`config.mk`:
```
export PLATFORM = sky130hd
export DESIGN_NAME = i2c_temp_sensor_reader_core
export DESIGN_NICKNAME = d
export VERILOG_FILES = /design/src/itsr_pkg.sv /design/src/itsr_step.sv /design/src/i2c_temp_sensor_reader_core.sv
export VERILOG_INCLUDE_DIRS = /design/src /design/src/src
export SDC_FILE = /design/constraint.sdc
export NUM_CORES = 1
export LEC_CHECK = 0
export ABC_AREA = 1
export ABC_CLOCK_PERIOD_IN_PS = 4650
export BUFFER_PORTS_ARGS = -buffer_cell sky130_fd_sc_hd__buf_2
export CAP_MARGIN = 10
export CORE_MARGIN = 5
export CORE_UTILIZATION = 35
export CTS_CLUSTER_SIZE = 16
export DETAILED_ROUTE_END_ITERATION = 16
export GPL_TIMING_DRIVEN = 0
export PLACE_DENSITY = 0.57
export RECOVER_POWER = 100
export SETUP_SLACK_MARGIN = 0.5
export SYNTH_ARGS = -nofsm -noshare
export SYNTH_HDL_FRONTEND = slang
export SYNTH_SLANG_ARGS = --single-unit
export TNS_END_PERCENT = 5
```
`constraint.sdc`:
```
create_clock -name clk -period 4.65 [get_ports clk]
set_clock_uncertainty 0.2 [all_clocks]
set_input_delay 0 -clock clk [delete_from_list [all_inputs] [get_ports clk]]
set_output_delay 0 -clock clk [all_outputs]
set_load 0.02 [all_outputs]
```
`src/i2c_temp_sensor_reader_core_assert.svh`:
```
// Assertion macros for the I2C temperature reader core.
// Requires clk and rst_n in the scope of each use.
`ifndef I2C_TEMP_SENSOR_READER_CORE_ASSERT_SVH
`define I2C_TEMP_SENSOR_READER_CORE_ASSERT_SVH

// Same-cycle implication, disabled in reset.
`define ITSR_ASSERT_NOW(lbl, ante, cons) \
  lbl: assert property (@(posedge clk) disable iff (!rst_n) (ante) |-> (cons)) \
    else $error("itsr: same-cycle check failed");

// Next-cycle implication, disabled in reset.
`define ITSR_ASSERT_NEXT(lbl, ante, cons) \
  lbl: assert property (@(posedge clk) disable iff (!rst_n) (ante) |=> (cons)) \
    else $error("itsr: next-cycle check failed");

`endif

```
`src/itsr_pkg.sv`:
```
// Shared types, step codes and pin-phase functions for the I2C temperature reader.
// No dependencies.
`default_nettype none

package itsr_pkg;

  localparam int TICK_BITS_DEF = 16;
  localparam int PHASE_W       = 16;
  localparam logic [PHASE_W-1:0] PHASE_RST = 16'd100;

  localparam logic [3:0] ST_IDLE    = 4'd0;
  localparam logic [3:0] ST_START0  = 4'd1;
  localparam logic [3:0] ST_START1  = 4'd5;
  localparam logic [3:0] ST_START2  = 4'd8;
  localparam logic [3:0] ST_START3  = 4'd11;
  localparam logic [3:0] ST_WADDR0  = 4'd2;
  localparam logic [3:0] ST_WCMD_AC = 4'd3;
  localparam logic [3:0] ST_WCFG    = 4'd4;
  localparam logic [3:0] ST_WADDR1  = 4'd6;
  localparam logic [3:0] ST_WCMD_EE = 4'd7;
  localparam logic [3:0] ST_WADDR2  = 4'd9;
  localparam logic [3:0] ST_WCMD_AA = 4'd10;
  localparam logic [3:0] ST_READ_HI = 4'd13;
  localparam logic [3:0] ST_READ_LO = 4'd14;
  localparam logic [3:0] ST_STOP    = 4'd15;

  localparam logic [7:0] ADDR_WR  = 8'h90;
  localparam logic [7:0] ADDR_RD  = 8'h91;
  localparam logic [7:0] CMD_AC   = 8'hAC;
  localparam logic [7:0] CFG_VAL  = 8'h20;
  localparam logic [7:0] CMD_EE   = 8'hEE;
  localparam logic [7:0] CMD_AA   = 8'hAA;

  localparam logic signed [15:0] TEMP_MIN   = -16'sd14080;
  localparam logic [15:0]        TEMP_FLOOR = 16'h9D00;

  typedef struct packed {
    logic [3:0]  step;
    logic [2:0]  sub_ph;
    logic [3:0]  bit_cnt;
    logic [7:0]  shift_b;
    logic [7:0]  high_b;
    logic [2:0]  addr;
    logic [15:0] result;
    logic        err;
  } itsr_state_t;

  typedef struct packed {
    logic scl;
    logic sda;
    logic drv;
    logic busy;
    logic done;
  } itsr_flags_t;

  function automatic logic is_start_step(input logic [3:0] s);
    return (s == ST_START0) || (s == ST_START1) || (s == ST_START2) || (s == ST_START3);
  endfunction

  function automatic logic is_read_step(input logic [3:0] s);
    return (s == ST_READ_HI) || (s == ST_READ_LO);
  endfunction

  function automatic logic [7:0] write_byte(input logic [3:0] s, input logic [2:0] a);
    logic [7:0] a2;
    a2 = {4'b0000, a, 1'b0};
    case (s)
      ST_WADDR0, ST_WADDR1, ST_WADDR2: write_byte = ADDR_WR + a2;
      ST_WCMD_AC: write_byte = CMD_AC;
      ST_WCFG:    write_byte = CFG_VAL;
      ST_WCMD_EE: write_byte = CMD_EE;
      ST_WCMD_AA: write_byte = CMD_AA;
      default:    write_byte = ADDR_RD + a2;
    endcase
  endfunction

  // {scl, sda, drive} for the current phase
  function automatic logic [2:0] phase_pins(input itsr_state_t st);
    logic       hi;
    logic [7:0] wb;
    hi = (st.sub_ph == 3'd0);
    wb = write_byte(st.step, st.addr);
    if (st.step == ST_IDLE) begin
      phase_pins = 3'b111;
    end else if (is_start_step(st.step)) begin
      if (st.sub_ph == 3'd0) begin
        phase_pins = 3'b111;
      end else if (st.sub_ph == 3'd1) begin
        phase_pins = 3'b101;
      end else begin
        phase_pins = 3'b001;
      end
    end else if (st.step == ST_STOP) begin
      phase_pins = {1'b1, !hi, 1'b1};
    end else if (is_read_step(st.step)) begin
      if (st.bit_cnt < 4'd8) begin
        phase_pins = {hi, 1'b0, 1'b0};
      end else begin
        phase_pins = {hi, (st.step == ST_READ_LO), 1'b1};
      end
    end else if (st.bit_cnt < 4'd8) begin
      phase_pins = {hi, wb[3'd7 - st.bit_cnt[2:0]], 1'b1};
    end else begin
      phase_pins = {hi, 1'b0, 1'b0};
    end
  endfunction

endpackage

`default_nettype wire

```
`src/itsr_step.sv`:
```
// Next-state and pin logic of the I2C read sequencer for one tick.
// Depends on itsr_pkg.
`default_nettype none

module itsr_step
  import itsr_pkg::*;
#(
  parameter int TICK_BITS = TICK_BITS_DEF
) (
  input  itsr_state_t          cur,
  input  logic [TICK_BITS-1:0] tick,
  input  logic [PHASE_W-1:0]   phase_ticks,
  input  logic                 start_request,
  input  logic [2:0]           sensor_select,
  input  logic                 sda_in,
  output itsr_state_t          nxt,
  output logic [TICK_BITS-1:0] tick_nxt,
  output itsr_flags_t          flags
);

  localparam int CW = (TICK_BITS > PHASE_W) ? TICK_BITS : PHASE_W;
  localparam logic [CW-1:0] MASK = CW'((64'd1 << TICK_BITS) - 64'd1);

  logic [PHASE_W-1:0] last16;
  logic [CW-1:0]      last_ext;
  logic [CW-1:0]      lim;
  logic [2:0]         pins;
  logic               adv;
  logic               fin;
  logic [15:0]        word;

  always_comb begin
    last16   = (phase_ticks == '0) ? '0 : phase_ticks - 1'b1;
    last_ext = CW'(last16);
    lim      = (last_ext > MASK) ? MASK : last_ext;
  end

  always_comb begin
    nxt      = cur;
    tick_nxt = tick;
    adv      = 1'b0;
    fin      = 1'b0;
    word     = {cur.high_b, cur.shift_b};
    flags    = '0;

    if (cur.step == ST_IDLE && start_request) begin
      nxt.addr    = sensor_select;
      nxt.step    = ST_START0;
      nxt.sub_ph  = 3'd0;
      nxt.bit_cnt = 4'd0;
      tick_nxt    = '0;
    end

    pins      = phase_pins(nxt);
    flags.scl = pins[2];
    flags.sda = pins[1];
    flags.drv = pins[0];

    if (nxt.step != ST_IDLE) begin
      flags.busy = 1'b1;
      if (CW'(tick_nxt) >= lim) begin
        tick_nxt = '0;
        if (is_start_step(nxt.step)) begin
          if (nxt.sub_ph >= 3'd2) begin
            adv = 1'b1;
          end else begin
            nxt.sub_ph = nxt.sub_ph + 3'd1;
          end
        end else if (nxt.step == ST_STOP) begin
          if (nxt.sub_ph >= 3'd1) begin
            fin = 1'b1;
          end else begin
            nxt.sub_ph = nxt.sub_ph + 3'd1;
          end
        end else if (nxt.sub_ph == 3'd0) begin
          if (is_read_step(nxt.step) && nxt.bit_cnt < 4'd8) begin
            nxt.shift_b = {nxt.shift_b[6:0], sda_in};
          end
          nxt.sub_ph = 3'd1;
        end else begin
          nxt.sub_ph = 3'd0;
          if (nxt.bit_cnt >= 4'd8) begin
            adv = 1'b1;
          end else begin
            nxt.bit_cnt = nxt.bit_cnt + 4'd1;
          end
        end
      end else begin
        tick_nxt = tick_nxt + 1'b1;
      end
    end

    if (adv) begin
      if (nxt.step == ST_READ_HI) begin
        nxt.high_b = nxt.shift_b;
      end
      nxt.step    = nxt.step + 4'd1;
      nxt.sub_ph  = 3'd0;
      nxt.bit_cnt = 4'd0;
      if (is_read_step(nxt.step)) begin
        nxt.shift_b = 8'd0;
      end
    end

    if (fin) begin
      word = {nxt.high_b, nxt.shift_b};
      if ($signed(word) < TEMP_MIN) begin
        nxt.result = TEMP_FLOOR;
        nxt.err    = 1'b1;
      end else begin
        nxt.result = word;
        nxt.err    = 1'b0;
      end
      nxt.step    = ST_IDLE;
      nxt.sub_ph  = 3'd0;
      nxt.bit_cnt = 4'd0;
      flags.done  = 1'b1;
    end
  end

endmodule

`default_nettype wire

```
`src/i2c_temp_sensor_reader_core.sv`:
```
// Top level of the bit-banged I2C temperature reader: stream ports, state and output registers.
// Depends on itsr_pkg, itsr_step and i2c_temp_sensor_reader_core_assert.svh.
//
//   channel | dir | beat
//   in_     | in  | one tick: start_request, sensor_select, sda_in
//   out_    | out | one per tick: pin levels, busy, done, temperature, flag
//   cfg_    | in  | phase_ticks write, 16 bits
//
// One beat per clock while out_ is not stalled; each beat's result is registered for the next cycle.
// The output register lets a new beat in while the last one is being taken.
// A stalled output holds in_tready low; the sequencer advances only on input beats.
// Synchronous active-low reset returns to idle with phase_ticks = 100.
`default_nettype none
`include "i2c_temp_sensor_reader_core_assert.svh"

module i2c_temp_sensor_reader_core
  import itsr_pkg::*;
#(
  parameter int TICK_BITS = TICK_BITS_DEF
) (
  input  logic               clk,
  input  logic               rst_n,
  input  logic               in_tvalid,
  output logic               in_tready,
  input  logic [7:0]         in_tdata,   // [0] start_request, [3:1] sensor_select, [4] sda_in
  output logic               out_tvalid,
  input  logic               out_tready,
  output logic [23:0]        out_tdata,  // [0] scl_level, [1] sda_level, [2] sda_drive,
                                         // [3] busy_res, [4] done_res, [20:5] temperature,
                                         // [21] out_of_range
  input  logic               cfg_wr_en,
  input  logic [PHASE_W-1:0] cfg_wr_data
);

  itsr_state_t          st_r, st_nxt;
  logic [TICK_BITS-1:0] tick_r, tick_nxt;
  logic [PHASE_W-1:0]   phase_r;
  itsr_flags_t          flags;
  logic                 out_valid_r;
  logic [23:0]          out_data_r;
  logic                 in_acc;

  assign in_tready  = !out_valid_r || out_tready;
  assign in_acc     = in_tvalid && in_tready;
  assign out_tvalid = out_valid_r;
  assign out_tdata  = out_data_r;

  itsr_step #(
    .TICK_BITS(TICK_BITS)
  ) u_step (
    .cur          (st_r),
    .tick         (tick_r),
    .phase_ticks  (phase_r),
    .start_request(in_tdata[0]),
    .sensor_select(in_tdata[3:1]),
    .sda_in       (in_tdata[4]),
    .nxt          (st_nxt),
    .tick_nxt     (tick_nxt),
    .flags        (flags)
  );

  always_ff @(posedge clk) begin
    if (!rst_n) begin
      phase_r <= PHASE_RST;
    end else if (cfg_wr_en) begin
      phase_r <= cfg_wr_data;
    end
  end

  always_ff @(posedge clk) begin
    if (!rst_n) begin
      st_r   <= '0;
      tick_r <= '0;
    end else if (in_acc) begin
      st_r   <= st_nxt;
      tick_r <= tick_nxt;
    end
  end

  always_ff @(posedge clk) begin
    if (!rst_n) begin
      out_valid_r <= 1'b0;
    end else if (in_acc) begin
      out_valid_r <= 1'b1;
    end else if (out_tready) begin
      out_valid_r <= 1'b0;
    end
  end

  always_ff @(posedge clk) begin
    if (in_acc) begin
      out_data_r <= {2'b00, st_nxt.err, st_nxt.result, flags.done, flags.busy,
                     flags.drv, flags.sda, flags.scl};
    end
  end

  `ITSR_ASSERT_NEXT(a_idle_stays, in_acc && st_r.step == ST_IDLE && !in_tdata[0], st_r.step == ST_IDLE)
  `ITSR_ASSERT_NOW(a_done_idle, out_valid_r && out_data_r[4], st_r.step == ST_IDLE)
  `ITSR_ASSERT_NOW(a_notbusy_idle, out_valid_r && !out_data_r[3], st_r.step == ST_IDLE)
  `ITSR_ASSERT_NOW(a_flag_floor, st_r.err, st_r.result == TEMP_FLOOR)
  `ITSR_ASSERT_NOW(a_sub_range, 1'b1, st_r.sub_ph <= 3'd2)

endmodule

`default_nettype wire
```
==> results.md <==
* Core ar. at 17200 um2
* Share of the synthesized area in the top cell type at 0.263
* Die W at 142 um
* Area contributors post-synth: dfxtp_1 26%, nand2_1 13%, edfxtp_1 11%
* Run status: complete, but fails checks
* Max Freq at 0.230 GHz
* Reg power frac at 0.475
* Power share of the clock group at 0.334
* Internal cell power at 1470 uW
* Skew-Pair Late Insertion Delay at 0.35 ns
* Max Cap Violations at 1
* Critical Path AT at 4.24 ns
* Synth warn at 0
* Vias in the first global route at 5739
* Cell Pwr Density at 262 nW/um2
* Io pins at 55
* Count leader, synth: nand2_1
* Syn Std Cell Area at 6080 um2
* Pre-CTS setup slack at -0.406 ns
* Min-Delay Path Class: input port to flop
* Cell repeated most along the worst path: nand2_2
* Total number of vias at 6181
* # port buffers at 48
* Final std cell area, no fill at 7940 um2
* Post-synthesis register bit count at 102
* DR pass1 iterations at 5
* Residual DRC at 0
* Final WL at 18.3 mm
* Area Growth Syn to Fin at 30.5%
* Mean Syn Cell Area at 6.84 um2
* Final period util at 0.935
* Commonest cells post-synth: 213 x nand2_1, 121 x inv_1, 86 x nor2_1
* Crit-path max cell delay at 0.37 ns
* Antenna cells at 0
* Worst Hold Path Cells at 4
* WP data required at 4.55 ns
* Min Tclk post-route at 4.35 ns
* Hold Violations, Final at 0
* Combinational fraction of design power at 0.191
* Pleak at 0.00353 uW
* CP top delay family: simple AND/OR/NAND/NOR gates
* GRT overflow at 0
* CP max FO at 10
* Routability cong. at 0.852
* Die extent in y at 142 um
* Placed instance area at 6660 um2
* Peak supply drop at 0.000184 V
* Post-detail-place hpwl at 12.4 mm
* Initial antenna violation count at 0
* Final setup fails at 0
* Ys flop type: dfxtp_1
* Crit Path Category: flop to flop
* Crit. End Element: flop
* TritonCTS clock tree: done
* Worst reg2reg path depth at 28
* Share of post-route cells with drive strength above 1 at 0.189
* Startpoint types: flop
* Clock root buffer: clkbuf_16
* Slew Viols, Final at 32
* CTS buffer count at 9
* Number of DRC markers in iteration 0 at 452
* EDFF count, synth at 22
* Slew HR at -0.236
* Largest net degree at the start of global routing at 32
* Post-synth top area cell: dfxtp_1
* Number of library cell types mapped by synthesis at 42
* Max Buffers Root-to-Sink at 2
* Nets@finish at 1078
* Slowest CP cell: dfxtp_4
* Row count at 48
* Worst Slack Setup Final at 0.303 ns
* Total clock sinks at 102
* Switching portion of total power at 0.295
* P_sw at 615 uW
* Initial Util at 0.354
* Async SR Flop Fraction at 0
* Sequential area share after synthesis at 0.372
* DIE AREA at 20100 um2
* Final ANT Viol Nets at 0
* WP depth at 28
* H-tree depth at 3
* Reg clk slew, reported paths at 0.07 ns
* DR WL/cell at 14.6 um
* Failing checks: capacitance limit, slew limit
* First-pass GRT wire length at 29.1 mm
* Buf/Inv on CP at 7
* Transition time at the pin with the least slew margin at 1.85 ns
* Total GRT Usage at 0.179
* Vias per inst at 4.93
* Unrepaired setup endpoints after global routing: yes
* Cell count after synthesis at 890
==> power groups by stage <==
stage / sequential, uW / clock, uW / combinational, uW
finish: 989 / 697 / 398
global route: 995 / 755 / 442
CTS: 987 / 713 / 379
detailed placement: 1000 / 0 / 322
global placement: 1000 / 0 / 321
floorplan: 1020 / 0 / 211
==> logic make-up (layout without fill, tap and decap cells) <==
logic type	count (synthesis)	count (layout)	synth area share
flip-flops	102	102	0.372
AO/OA/AOI/OAI	172	172	0.158
other	1	2	0.000616
AND/OR/NAND/NOR	418	418	0.301
buffers and inverters	163	301	0.105
XOR/XNOR	9	9	0.0130
adder cells (fa/ha/maj)	25	25	0.0514
==> worst reg2reg max path, delay by kind of cell (launching register included) <==
| kind | cells | cell delay [ns] |
|---|---|---|
| AOI/OAI and AO/OA | 1 | 0.07 |
| adders and majority gates | 2 | 0.57 |
| buffers and inverters | 7 | 1.06 |
| DFF | 1 | 0.37 |
| and+or+nand+nor | 18 | 1.85 |
==> path summary, 6_finish.rpt <==
| path | from | end | slack (ns) |
|---|---|---|---|
| worst min register to register | st_r[17]$_SDFFE_PN0P_ | st_r[17]$_SDFFE_PN0P_ | 0.26 |
| worst min-delay path | cfg_wr_en | phase_r[5]$_SDFFE_PN1P_ | 0.02 |
| worst max register to register | st_r[46]$_SDFFE_PN0P_ | out_tdata[11]$_DFFE_PP_ | 0.30 |
| worst max-delay path | st_r[46]$_SDFFE_PN0P_ | out_tdata[11]$_DFFE_PP_ | 0.30 |
==> metal layers <==
| metal | up-vias | share of wire | global-route usage |
|---|---|---|---|
| li1 | 3197 | - | - |
| met1 | 2804 | 0.48 | 0.248 |
| met2 | 159 | 0.45 | 0.288 |
| met3 | 21 | 0.047 | 0.0276 |
| met4 | 0 | 0.020 | 0.0581 |
| met5 | - | 0 | 0 |
==> layout make-up <==
| class | instances | area, um2 |
|---|---|---|
| Buffer | 33 | 170 |
| Clock buffer | 11 | 233 |
| Clock inverter | 5 | 27.5 |
| Fill cell | 1794 | 9240 |
| Inverter | 130 | 493 |
| Multi-Input combinational cell | 626 | 3590 |
| Sequential cell | 102 | 2290 |
| Tap cell | 225 | 282 |
| Timing Repair Buffer | 122 | 852 |
==> placed cells by master, fill, tap and decap left out, drive strengths merged, types with 9 or more instances in the layout <==
cell / count
a211oi: 9
nand3: 62
clkbuf: 63
or2: 9
a21oi: 67
ha: 25
buf: 79
o211ai: 19
o21ai: 69
dfxtp: 80
nor3: 11
nand4: 23
nand2: 215
inv: 127
dlygate4sd3: 24
nor2: 91
edfxtp: 22
==> stage by stage <==
| stage | total power, uW | hold WS, ns | utilization | setup TNS (ns) | std cells |
|---|---|---|---|---|---|
| 4_1_cts | 2080 | 0.00656 | 0.451 | 0 | 1244 |
| 6_report | 2080 | 0.0161 | 0.462 | 0 | 1254 |
| 5_1_grt | 2190 | 0.0711 | 0.462 | 0 | 1254 |
| 3_5_place_dp | 1330 | 0.0173 | 0.388 | -6.91 | 1164 |
| 2_1_floorplan | 1230 | -0.0737 | - | 0 | 891 |
| 3_3_place_gp | 1320 | 0.0124 | 0.388 | -7.80 | 1164 |
==> timing repair <==
| item | 4_1_cts | 5_1_grt |
|---|---|---|
| cloned | 1 | 0 |
| pin swaps | 41 | 34 |
| endpoints found under the setup margin | 34 | 36 |
| gates resized for setup | 86 | 50 |
| endpoints found under the hold margin | 23 | 0 |
| hold buffers | 24 | 0 |
| setup buffers | 39 | 10 |
==> flip-flops by register name, indices dropped and copies added, names as in the netlist <==
name	flops
st_r	47
out_tdata	22
phase_r	16
tick_r	16
out_tvalid	1
Note: power is estimated with default switching activity, not from simulation.
